==> config.mk <==
export PLATFORM = sky130hd
export DESIGN_NAME = preemptive_task_tick_scheduler_top_flat
export DESIGN_NICKNAME = d
export VERILOG_FILES = /design/src/hw/rtl/ptts_pkg.sv /design/src/hw/rtl/ptts_if.sv /design/src/hw/rtl/preemptive_task_tick_scheduler_top.sv /design/src/hw/rtl/ptts_task_mem.sv /design/src/flat_wrapper.sv
export SDC_FILE = /design/constraint.sdc
export NUM_CORES = 1
export LEC_CHECK = 0
export BUFFER_PORTS_ARGS = -buffer_cell sky130_fd_sc_hd__buf_2
export CORE_MARGIN = 2
export CORE_UTILIZATION = 55
export DETAILED_ROUTE_END_ITERATION = 16
export GPL_TIMING_DRIVEN = 0
export PLACE_DENSITY = 0.72
export REMOVE_ABC_BUFFERS = 1
export SLEW_MARGIN = 10
export SYNTH_ARGS = -nofsm -noshare
export SYNTH_HDL_FRONTEND = slang
export SYNTH_SLANG_ARGS = --single-unit
==> constraint.sdc <==
create_clock -name clk_i -period 9.1 [get_ports clk_i]
set_input_delay 0.91 -clock clk_i [delete_from_list [all_inputs] [get_ports clk_i]]
set_output_delay 0.91 -clock clk_i [all_outputs]
set_load 0.05 [all_outputs]
==> src/hw/rtl/ptts_pkg.sv <==
// Package for the preemptive tick scheduler.
// Holds the operation codes, sequencer states and task entry type; no dependencies.
package ptts_pkg;

  typedef enum logic {
    OP_LOAD = 1'b0,
    OP_TICK = 1'b1
  } op_e;

  typedef enum logic [1:0] {
    ST_IDLE,
    ST_SCAN,
    ST_FINISH
  } state_e;

  localparam int unsigned REM_W  = 8;
  localparam int unsigned TIME_W = 16;
  localparam int unsigned PRI_W  = 8;
  localparam int unsigned TCNT_W = 4;
  localparam int unsigned SLOT_W = 3;

  localparam logic [TCNT_W-1:0] TASK_COUNT_RESET = TCNT_W'(1);

  typedef struct packed {
    logic [REM_W-1:0]  rem;
    logic [TIME_W-1:0] arr;
    logic [PRI_W-1:0]  pri;
  } task_entry_t;

endpackage

==> src/hw/rtl/ptts_if.sv <==
// Channel interfaces of the tick scheduler: task/tick input, result output, config write.
// Depends on ptts_pkg for field widths.
interface ptts_in_if;
  import ptts_pkg::*;
  logic              valid;
  logic              ready;
  logic              operation;
  logic [SLOT_W-1:0] slot;
  logic [REM_W-1:0]  burst_time;
  logic [TIME_W-1:0] arrival_time;
  logic [PRI_W-1:0]  priority_level;

  modport source (output valid, operation, slot, burst_time, arrival_time, priority_level,
                  input ready);
  modport sink   (input valid, operation, slot, burst_time, arrival_time, priority_level,
                  output ready);
endinterface

interface ptts_out_if;
  import ptts_pkg::*;
  logic              valid;
  logic              ready;
  logic              idle;
  logic [SLOT_W-1:0] task_slot;
  logic              task_finished;
  logic [TIME_W-1:0] time_after_tick;
  logic              all_done;

  modport source (output valid, idle, task_slot, task_finished, time_after_tick, all_done,
                  input ready);
  modport sink   (input valid, idle, task_slot, task_finished, time_after_tick, all_done,
                  output ready);
endinterface

interface ptts_cfg_if;
  import ptts_pkg::*;
  logic              valid;
  logic              ready;
  logic [TCNT_W-1:0] task_count;

  modport source (output valid, task_count, input ready);
  modport sink   (input valid, task_count, output ready);
endinterface

==> src/hw/rtl/preemptive_task_tick_scheduler_top.sv <==
// Preemptive shortest-remaining-time-first tick scheduler, top level.
// Instantiates ptts_task_mem; uses ptts_pkg and the channels in ptts_if.
//
// A load item writes one slot of the task table; the block is ready again on the next cycle.
// A tick item walks the table one slot per cycle through a single compare unit fed by the
// table's registered read port: with n = min(task_count, MAX_TASKS) slots in use, a tick
// occupies the block from its transfer until ready returns, through an accept cycle in
// idle, the scan state, which reads the n slots, and an update cycle in finish. The result
// sits in an output register, so a new item may be taken while it waits; a following tick
// holds in its update cycle until that register is free. No result is produced for loads.
// task_count is written through the config channel, which is always ready; it resets to 1.
module preemptive_task_tick_scheduler_top #(
  parameter int unsigned MAX_TASKS = 8
) (
  input  logic       clk_i,
  input  logic       rst_ni,
  ptts_in_if.sink    in_i,
  ptts_out_if.source out_o,
  ptts_cfg_if.sink   cfg_i
);
  import ptts_pkg::*;

  localparam int unsigned IDX_W = (MAX_TASKS > 1) ? $clog2(MAX_TASKS) : 1;
  localparam int unsigned CNT_W = $clog2(MAX_TASKS + 1);

  state_e            state_q, state_d;
  logic [TCNT_W-1:0] task_count_q;
  logic [TIME_W-1:0] cur_time_q;
  logic [CNT_W-1:0]  n_use;

  logic [CNT_W-1:0]  issue_q;
  logic              rd_vld_q;
  logic              found_q;
  logic [IDX_W-1:0]  rd_idx_q, best_idx_q;
  logic [REM_W-1:0]  best_rem_q;
  logic [PRI_W-1:0]  best_pri_q;
  logic [CNT_W-1:0]  zero_cnt_q;

  logic              out_valid_q;
  logic              out_idle_q, out_fin_q, out_done_q;
  logic [SLOT_W-1:0] out_slot_q;
  logic [TIME_W-1:0] out_time_q;

  logic              in_xfer, out_free, scan_issue, slot_ok, better;
  logic              finished;
  logic [CNT_W-1:0]  done_now;

  logic              wr_en, wr_rem_only;
  logic [IDX_W-1:0]  wr_addr;
  task_entry_t       wr_data, rd_data;

  // Slots beyond the table size are not in use.
  always_comb begin
    if (32'(task_count_q) > MAX_TASKS) n_use = CNT_W'(MAX_TASKS);
    else                               n_use = CNT_W'(task_count_q);
  end

  assign in_i.ready  = (state_q == ST_IDLE);
  assign in_xfer     = in_i.valid && in_i.ready;
  assign out_free    = !out_valid_q || out_o.ready;
  assign cfg_i.ready = 1'b1;
  assign slot_ok     = 32'(in_i.slot) < MAX_TASKS;
  assign scan_issue  = (state_q == ST_SCAN) && (issue_q < n_use);

  always_ff @(posedge clk_i or negedge rst_ni) begin
    if (!rst_ni) begin
      task_count_q <= TASK_COUNT_RESET;
    end else if (cfg_i.valid && cfg_i.ready) begin
      task_count_q <= cfg_i.task_count;
    end
  end

  // Sequencer
  always_ff @(posedge clk_i or negedge rst_ni) begin
    if (!rst_ni) state_q <= ST_IDLE;
    else         state_q <= state_d;
  end

  always_comb begin
    state_d = state_q;
    unique case (state_q)
      ST_IDLE: begin
        if (in_xfer && in_i.operation == OP_TICK) state_d = ST_SCAN;
      end
      // last read is evaluated at the same edge that leaves scan
      ST_SCAN: begin
        if (issue_q == n_use) state_d = ST_FINISH;
      end
      ST_FINISH: begin
        if (out_free) state_d = ST_IDLE;
      end
      default: state_d = ST_IDLE;
    endcase
  end

  // Shared compare unit: one table entry per cycle.
  assign better = (rd_data.rem != '0) && (rd_data.arr <= cur_time_q) &&
                  (!found_q || (rd_data.rem < best_rem_q) ||
                   ((rd_data.rem == best_rem_q) && (rd_data.pri < best_pri_q)));

  always_ff @(posedge clk_i or negedge rst_ni) begin
    if (!rst_ni) begin
      issue_q  <= '0;
      rd_vld_q <= 1'b0;
      found_q  <= 1'b0;
    end else if (state_q == ST_IDLE) begin
      issue_q  <= '0;
      rd_vld_q <= 1'b0;
      found_q  <= 1'b0;
    end else if (state_q == ST_SCAN) begin
      rd_vld_q <= scan_issue;
      if (scan_issue) issue_q <= issue_q + CNT_W'(1);
      if (rd_vld_q && better) found_q <= 1'b1;
    end
  end

  always_ff @(posedge clk_i) begin
    if (state_q == ST_IDLE) begin
      zero_cnt_q <= '0;
    end else if (state_q == ST_SCAN) begin
      rd_idx_q <= issue_q[IDX_W-1:0];
      if (rd_vld_q) begin
        if (rd_data.rem == '0) zero_cnt_q <= zero_cnt_q + CNT_W'(1);
        if (better) begin
          best_idx_q <= rd_idx_q;
          best_rem_q <= rd_data.rem;
          best_pri_q <= rd_data.pri;
        end
      end
    end
  end

  assign finished = found_q && (best_rem_q == REM_W'(1));
  assign done_now = zero_cnt_q + CNT_W'(finished);

  always_ff @(posedge clk_i or negedge rst_ni) begin
    if (!rst_ni) begin
      cur_time_q <= '0;
    end else if (state_q == ST_FINISH && out_free) begin
      cur_time_q <= cur_time_q + TIME_W'(1);
    end
  end

  // Output register
  always_ff @(posedge clk_i or negedge rst_ni) begin
    if (!rst_ni) begin
      out_valid_q <= 1'b0;
    end else if (state_q == ST_FINISH && out_free) begin
      out_valid_q <= 1'b1;
    end else if (out_o.ready) begin
      out_valid_q <= 1'b0;
    end
  end

  always_ff @(posedge clk_i) begin
    if (state_q == ST_FINISH && out_free) begin
      out_idle_q <= !found_q;
      out_slot_q <= found_q ? SLOT_W'(best_idx_q) : '0;
      out_fin_q  <= finished;
      out_time_q <= cur_time_q + TIME_W'(1);
      out_done_q <= (done_now == n_use);
    end
  end

  assign out_o.valid           = out_valid_q;
  assign out_o.idle            = out_idle_q;
  assign out_o.task_slot       = out_slot_q;
  assign out_o.task_finished   = out_fin_q;
  assign out_o.time_after_tick = out_time_q;
  assign out_o.all_done        = out_done_q;

  // Table write: loads from idle, remaining-time decrement from the update cycle.
  always_comb begin
    wr_en       = 1'b0;
    wr_rem_only = 1'b0;
    wr_addr     = IDX_W'(in_i.slot);
    wr_data.rem = in_i.burst_time;
    wr_data.arr = in_i.arrival_time;
    wr_data.pri = in_i.priority_level;
    if (state_q == ST_FINISH) begin
      wr_en       = out_free && found_q;
      wr_rem_only = 1'b1;
      wr_addr     = best_idx_q;
      wr_data.rem = best_rem_q - REM_W'(1);
    end else if (state_q == ST_IDLE) begin
      wr_en = in_xfer && (in_i.operation == OP_LOAD) && slot_ok;
    end
  end

  ptts_task_mem #(
    .MAX_TASKS (MAX_TASKS),
    .IDX_W     (IDX_W)
  ) u_task_mem (
    .clk_i         (clk_i),
    .wr_en_i       (wr_en),
    .wr_rem_only_i (wr_rem_only),
    .wr_addr_i     (wr_addr),
    .wr_data_i     (wr_data),
    .rd_en_i       (scan_issue),
    .rd_addr_i     (issue_q[IDX_W-1:0]),
    .rd_data_o     (rd_data)
  );

endmodule

==> src/hw/rtl/ptts_task_mem.sv <==
// Task table: remaining ticks, arrival time and priority per slot.
// One write port, one registered read port. Depends on ptts_pkg.
module ptts_task_mem #(
  parameter int unsigned MAX_TASKS = 8,
  parameter int unsigned IDX_W     = $clog2(MAX_TASKS)
) (
  input  logic                  clk_i,
  input  logic                  wr_en_i,
  input  logic                  wr_rem_only_i,
  input  logic [IDX_W-1:0]      wr_addr_i,
  input  ptts_pkg::task_entry_t wr_data_i,
  input  logic                  rd_en_i,
  input  logic [IDX_W-1:0]      rd_addr_i,
  output ptts_pkg::task_entry_t rd_data_o
);
  import ptts_pkg::*;

  logic [REM_W-1:0]  rem_mem [MAX_TASKS];
  logic [TIME_W-1:0] arr_mem [MAX_TASKS];
  logic [PRI_W-1:0]  pri_mem [MAX_TASKS];
  task_entry_t       rd_data_q;

  always_ff @(posedge clk_i) begin
    if (wr_en_i) begin
      rem_mem[wr_addr_i] <= wr_data_i.rem;
      if (!wr_rem_only_i) begin
        arr_mem[wr_addr_i] <= wr_data_i.arr;
        pri_mem[wr_addr_i] <= wr_data_i.pri;
      end
    end
  end

  always_ff @(posedge clk_i) begin
    if (rd_en_i) begin
      rd_data_q.rem <= rem_mem[rd_addr_i];
      rd_data_q.arr <= arr_mem[rd_addr_i];
      rd_data_q.pri <= pri_mem[rd_addr_i];
    end
  end

  assign rd_data_o = rd_data_q;

endmodule

==> src/flat_wrapper.sv <==
// flat-port wrapper written by rule: the top's interface ports become plain ports
module preemptive_task_tick_scheduler_top_flat import ptts_pkg::*;
#(
  parameter int unsigned MAX_TASKS = 8
)
  (clk_i, rst_ni, in_i_valid, in_i_operation, in_i_slot, in_i_burst_time, in_i_arrival_time, in_i_priority_level, in_i_ready, out_o_valid, out_o_idle, out_o_task_slot, out_o_task_finished, out_o_time_after_tick, out_o_all_done, out_o_ready, cfg_i_valid, cfg_i_task_count, cfg_i_ready);
  ptts_in_if in_i_i ();
  ptts_out_if out_o_i ();
  ptts_cfg_if cfg_i_i ();
  input  logic clk_i;
  input  logic rst_ni;
  input wire logic [$bits(in_i_i.valid)-1:0] in_i_valid;
  input wire logic [$bits(in_i_i.operation)-1:0] in_i_operation;
  input wire logic [$bits(in_i_i.slot)-1:0] in_i_slot;
  input wire logic [$bits(in_i_i.burst_time)-1:0] in_i_burst_time;
  input wire logic [$bits(in_i_i.arrival_time)-1:0] in_i_arrival_time;
  input wire logic [$bits(in_i_i.priority_level)-1:0] in_i_priority_level;
  output wire logic [$bits(in_i_i.ready)-1:0] in_i_ready;
  output wire logic [$bits(out_o_i.valid)-1:0] out_o_valid;
  output wire logic [$bits(out_o_i.idle)-1:0] out_o_idle;
  output wire logic [$bits(out_o_i.task_slot)-1:0] out_o_task_slot;
  output wire logic [$bits(out_o_i.task_finished)-1:0] out_o_task_finished;
  output wire logic [$bits(out_o_i.time_after_tick)-1:0] out_o_time_after_tick;
  output wire logic [$bits(out_o_i.all_done)-1:0] out_o_all_done;
  input wire logic [$bits(out_o_i.ready)-1:0] out_o_ready;
  input wire logic [$bits(cfg_i_i.valid)-1:0] cfg_i_valid;
  input wire logic [$bits(cfg_i_i.task_count)-1:0] cfg_i_task_count;
  output wire logic [$bits(cfg_i_i.ready)-1:0] cfg_i_ready;
  assign in_i_i.valid = in_i_valid;
  assign in_i_i.operation = in_i_operation;
  assign in_i_i.slot = in_i_slot;
  assign in_i_i.burst_time = in_i_burst_time;
  assign in_i_i.arrival_time = in_i_arrival_time;
  assign in_i_i.priority_level = in_i_priority_level;
  assign in_i_ready = in_i_i.ready;
  assign out_o_valid = out_o_i.valid;
  assign out_o_idle = out_o_i.idle;
  assign out_o_task_slot = out_o_i.task_slot;
  assign out_o_task_finished = out_o_i.task_finished;
  assign out_o_time_after_tick = out_o_i.time_after_tick;
  assign out_o_all_done = out_o_i.all_done;
  assign out_o_i.ready = out_o_ready;
  assign cfg_i_i.valid = cfg_i_valid;
  assign cfg_i_i.task_count = cfg_i_task_count;
  assign cfg_i_ready = cfg_i_i.ready;
  preemptive_task_tick_scheduler_top #(.MAX_TASKS(MAX_TASKS)) u_core (.clk_i(clk_i), .rst_ni(rst_ni), .in_i(in_i_i), .out_o(out_o_i), .cfg_i(cfg_i_i));
endmodule
==> results.md <==
Run status:
- The flow ran to the end, and the final reports show no timing, DRC or antenna violations.

Logic synthesis:
- The gate count after technology mapping is 815.
- The main combinational cell family by area after synthesis is multiplexers.
- The synthesized netlist devotes ~3.5% of its cell area to adder and majority cells.
- Of all flip-flops after synthesis, the portion carrying an async set or reset was 7.95%.
- The synthesized netlist devotes 4.81% of its cell area to simple gates.
- The count of cell types in the netlist is 53.
- The number of warnings reported in the yosys synthesis log is 0.
- Among all flip-flop cells after synthesis, the most frequent one is edfxtp_1.
- The synthesized-area fraction occupied by ao, oa, aoi and oai cells is 2.39%.
- The parity-gate share of the synthesized area counting xor and xnor cells is 2.47%.
- The synthesized design contains 365 register bits.
- Multiplexer cells account for 12.4% of the synthesized area.
- Summing the sequential cell areas from Yosys gives 72.5% of the chip area.
- Counting flops with a built-in enable in the synthesized netlist gives about 330.
- The combined area of all synthesized cells is 14,900 um2.
- After synthesis, the mean cell area works out to 18.2 um2.

Pwr:
- The total leakage power is 0.00594 uW.
- The total power divided by cell area is between 200 and 300 nW/um2.
- The worst-case IR drop observed on VDD is roughly 0.15 mV.
- In this run, the combinational gates consume between 10% and 20% of the power.
- For this design the total switching power over the nets is 1230 uW.
- The share of total power in the clock network is 33.3%.
- In this run switching power makes up 26.7% of total power.
- The part of the total power dissipated in sequential elements is 47.2%.
- The internal power of the cells is around 3400 uW.

Floorplan:
- The initial utilization of the core area, before any placement, comes to 55.6%.
- The floorplan step set the die width to 168 um.
- The die boundary height is 168 um.
- The placeable core region is 26,700 um2.
- The count of boundary I/O pins is 70.
- The number of placement rows is 60.
- The die covers 28,400 um2.

Run:
- Across the run, the number of max-cap violations was 0.

Clock tree:
- The clock-pin transition on the worst setup and hold timing paths is 0.06 ns.
- The number of gates resized after CTS was 0.
- In this run the number of H-tree levels came out at 2.
- The number of setup buffers added after CTS is 0.
- At the later pin of the worst-skew pair, clock insertion delay measures 0.53 ns.
- For this design, the CTS-stage hold fixing added 0 buffers.
- The clock net in this run drives a total of 365 sinks.
- TritonCTS built the clock tree.
- The buffer depth of the longest clock path is 3.
- TritonCTS created 39 clock buffers.
- The tree is rooted in a clkbuf_16.

Detailed routing:
- The via count normalized by instance count is 5.87.
- The residual antenna-violating net count after detailed routing is 0.
- The number of design-rule violations left by the first detailed-router iteration is 660.
- The average detailed-routed wire length per instance is around 22 um.
- The detailed router placed 7,581 vias in this run.
- For this run, design rule violations remaining after detail routing come to 0.
- For this run, the detailed router's first-pass iteration total came to 5.
- Wires add up to 28,300 um.

Finish:
- The number of nets in the layout is about 1,000.
- The library cell used most frequently in the layout, excluding fill and tap cells, is edfxtp_1.
- The top cell types in the final layout, fill and taps aside, are 332 x edfxtp_1, 68 x buf_2, 64 x mux4_2.
- The area growth from synthesis to final layout is 15.8%.
- The post-route netlist has 28.3% of its cells at a drive strength greater than 1.

Timing:
- Setup violations remaining at the end of the flow were counted as 0.
- The count of final hold-check violations is 0.
- Setup repair after global routing left no endpoint under its margin.
- The slack of the critical path is 4.78 ns.
- The final critical path takes up about 47% of the cycle.
- Subtracting the final worst setup slack from the clock period gives 4.32 ns.
- The highest achievable clock rate is 232 MHz.
- The clock arrives with between 0.01 and 0.015 ns of skew.
- The max-slew violation count is 0.
- Summed over all failing endpoints, the final setup total negative slack is 0 ns.
- At the pin with the least slew margin, the transition time is approximately 1.1 ns.
- The worst relative slew slack is 26.5%.

Setup path:
- For the worst setup path, the data required time is 9.32 ns.
- The worst setup path is captured at a flip-flop.
- Of all nets on the critical path, the largest fanout is 12.
- The worst setup path is launched from a flip-flop.
- Data on the critical path arrives at its endpoint at 4.54 ns.
- The critical path is of the reg2reg type.
- Across all register-to-register paths, the minimum setup slack is between 4 and 5 ns.

Global routing:
- Entering global routing, the biggest net connects between 40 and 50 pins.
- The wire length of the first global-routing pass is 44,200 um.
- The overflow left after global routing is 0.
- The initial antenna violation count came to 2.
- Global routing consumed, over all layers together, between 20% and 30% of the routing resources.
- The via count of the first global-routing pass came to 7,768.

Placement:
- The congestion estimate from routability-driven global placement came to 0.789.
- The pre-CTS setup slack is around 4.9 ns.
- The estimated wirelength of the detail-placed design is 17,800 um.
- The total of buffers placed on input and output ports is between 60 and 70.

Min path:
- The min-delay analysis places its worst path in the category in2async.
## per-stage QoR
stage	cell area (um2)	util, %	power, uW	instances	hold slack [ns]
floorplan	14700	-	2820	788	0.400
global placement	15500	58.0	3070	1197	0.414
detailed placement	16000	59.8	3120	1222	0.416
CTS	17200	64.4	4660	1291	0.430
global route	17200	64.4	4820	1291	0.438
finish	17200	64.4	4620	1292	0.416
## path summary, 6_finish.rpt
path	depth (start not counted)	startpoint	endpoint
worst min-delay path	1	rst_ni	u_core.out_o.valid
worst max register to register	7	u_core.state_q[1]	u_core.u_task_mem.arr_mem[4][8]
worst min register to register	0	u_core.rd_idx_q[1]	u_core.best_idx_q[1]
worst max-delay path	7	u_core.state_q[1]	u_core.u_task_mem.arr_mem[4][8]
min in group clk_i	0	u_core.rd_idx_q[1]	u_core.best_idx_q[1]
max in group asynchronous	1	rst_ni	u_core.issue_q[1]
## Yosys cell counts, types with 2 or more instances
| master | instances | share of area, % |
|---|---|---|
| edfxtp_1 | 332 | 67 |
| mux4_2 | 64 | 9.7 |
| ha_1 | 42 | 3.5 |
| inv_1 | 39 | 0.98 |
| nand2_1 | 37 | 0.93 |
| xnor2_1 | 37 | 2.2 |
| mux2_2 | 35 | 2.7 |
| nor2_1 | 34 | 0.86 |
| dfrtp_1 | 28 | 4.7 |
| o21ai_0 | 20 | 0.67 |
| a21oi_1 | 16 | 0.54 |
| nand3_1 | 16 | 0.54 |
| clkbuf_1 | 14 | 0.35 |
| nand4_1 | 10 | 0.42 |
| nor3_1 | 8 | 0.27 |
| nor2b_1 | 6 | 0.25 |
| nor4_1 | 6 | 0.25 |
| a21o_1 | 5 | 0.25 |
| buf_1 | 5 | 0.13 |
| buf_2 | 5 | 0.17 |
| nand2b_1 | 5 | 0.21 |
| xor2_1 | 5 | 0.29 |
| and2_1 | 4 | 0.17 |
| dfxtp_1 | 4 | 0.54 |
| nor3b_1 | 4 | 0.20 |
| a31oi_1 | 3 | 0.13 |
| o211ai_1 | 3 | 0.15 |
| buf_4 | 2 | 0.10 |
| or3_1 | 2 | 0.084 |
## logic make-up (layout without fill, tap and decap cells)
| family | after synthesis | count (layout) |
|---|---|---|
| AO/OA/AOI/OAI | 56 | 56 |
| XOR/XNOR | 42 | 42 |
| adder cells (fa/ha/maj) | 42 | 42 |
| buffers and inverters | 68 | 203 |
| flip-flops | 365 | 365 |
| multiplexers | 100 | 100 |
| other | 1 | 2 |
| AND/OR/NAND/NOR | 141 | 141 |
## layout make-up
type	instances	area, um2
inverters	41	154
fillers	1835	9500
clock buffers	44	995
diodes	1	2.50
flip-flops and latches	365	10800
repair buffers	93	726
multi-input cells	382	3880
well taps	341	427
clock inverters	25	253
## flip-flops by register name, summed over array words and instances, names as in the netlist, 2 cells and up
signal,cells
u_core.u_task_mem.arr_mem,128
u_core.u_task_mem.pri_mem,64
u_core.u_task_mem.rem_mem,64
u_core.u_task_mem.rd_data_o,32
u_core.cur_time_q,16
u_core.out_o.time_after_tick,16
u_core.best_pri_q,8
u_core.best_rem_q,8
u_core.issue_q,4
u_core.task_count_q,4
u_core.zero_cnt_q,4
u_core.best_idx_q,3
u_core.out_o.task_slot,3
u_core.rd_idx_q,3
u_core.state_q,2
## power groups by stage
stage / Combinational, uW / Clock [uW] / Sequential, uW
floorplan: 571 / 0 / 2250
global placement: 775 / 0 / 2300
detailed placement: 901 / 0 / 2210
CTS: 910 / 1560 / 2180
global route: 990 / 1630 / 2200
finish: 899 / 1540 / 2180
## critical path, stage by stage (launching register included)
cell	delay (ns)
dfrtp_1	0.50
nor2b_1	0.89
nand2_1	0.58
o21ai_0	0.58
o21ai_0	0.42
nor3_2	0.59
buf_6	0.24
buf_4	0.21
## metal layers
metal	GRT usage (%)	part of all wire (%)	up-vias	wire length (um)
li1	-	-	3413	-
met1	29.1	43	3844	12200
met2	34.0	49	267	13700
met3	3.41	6.1	55	1720
met4	5.88	2.1	2	588
met5	0	0.046	-	13
Note: power is estimated with default switching activity, not from simulation.
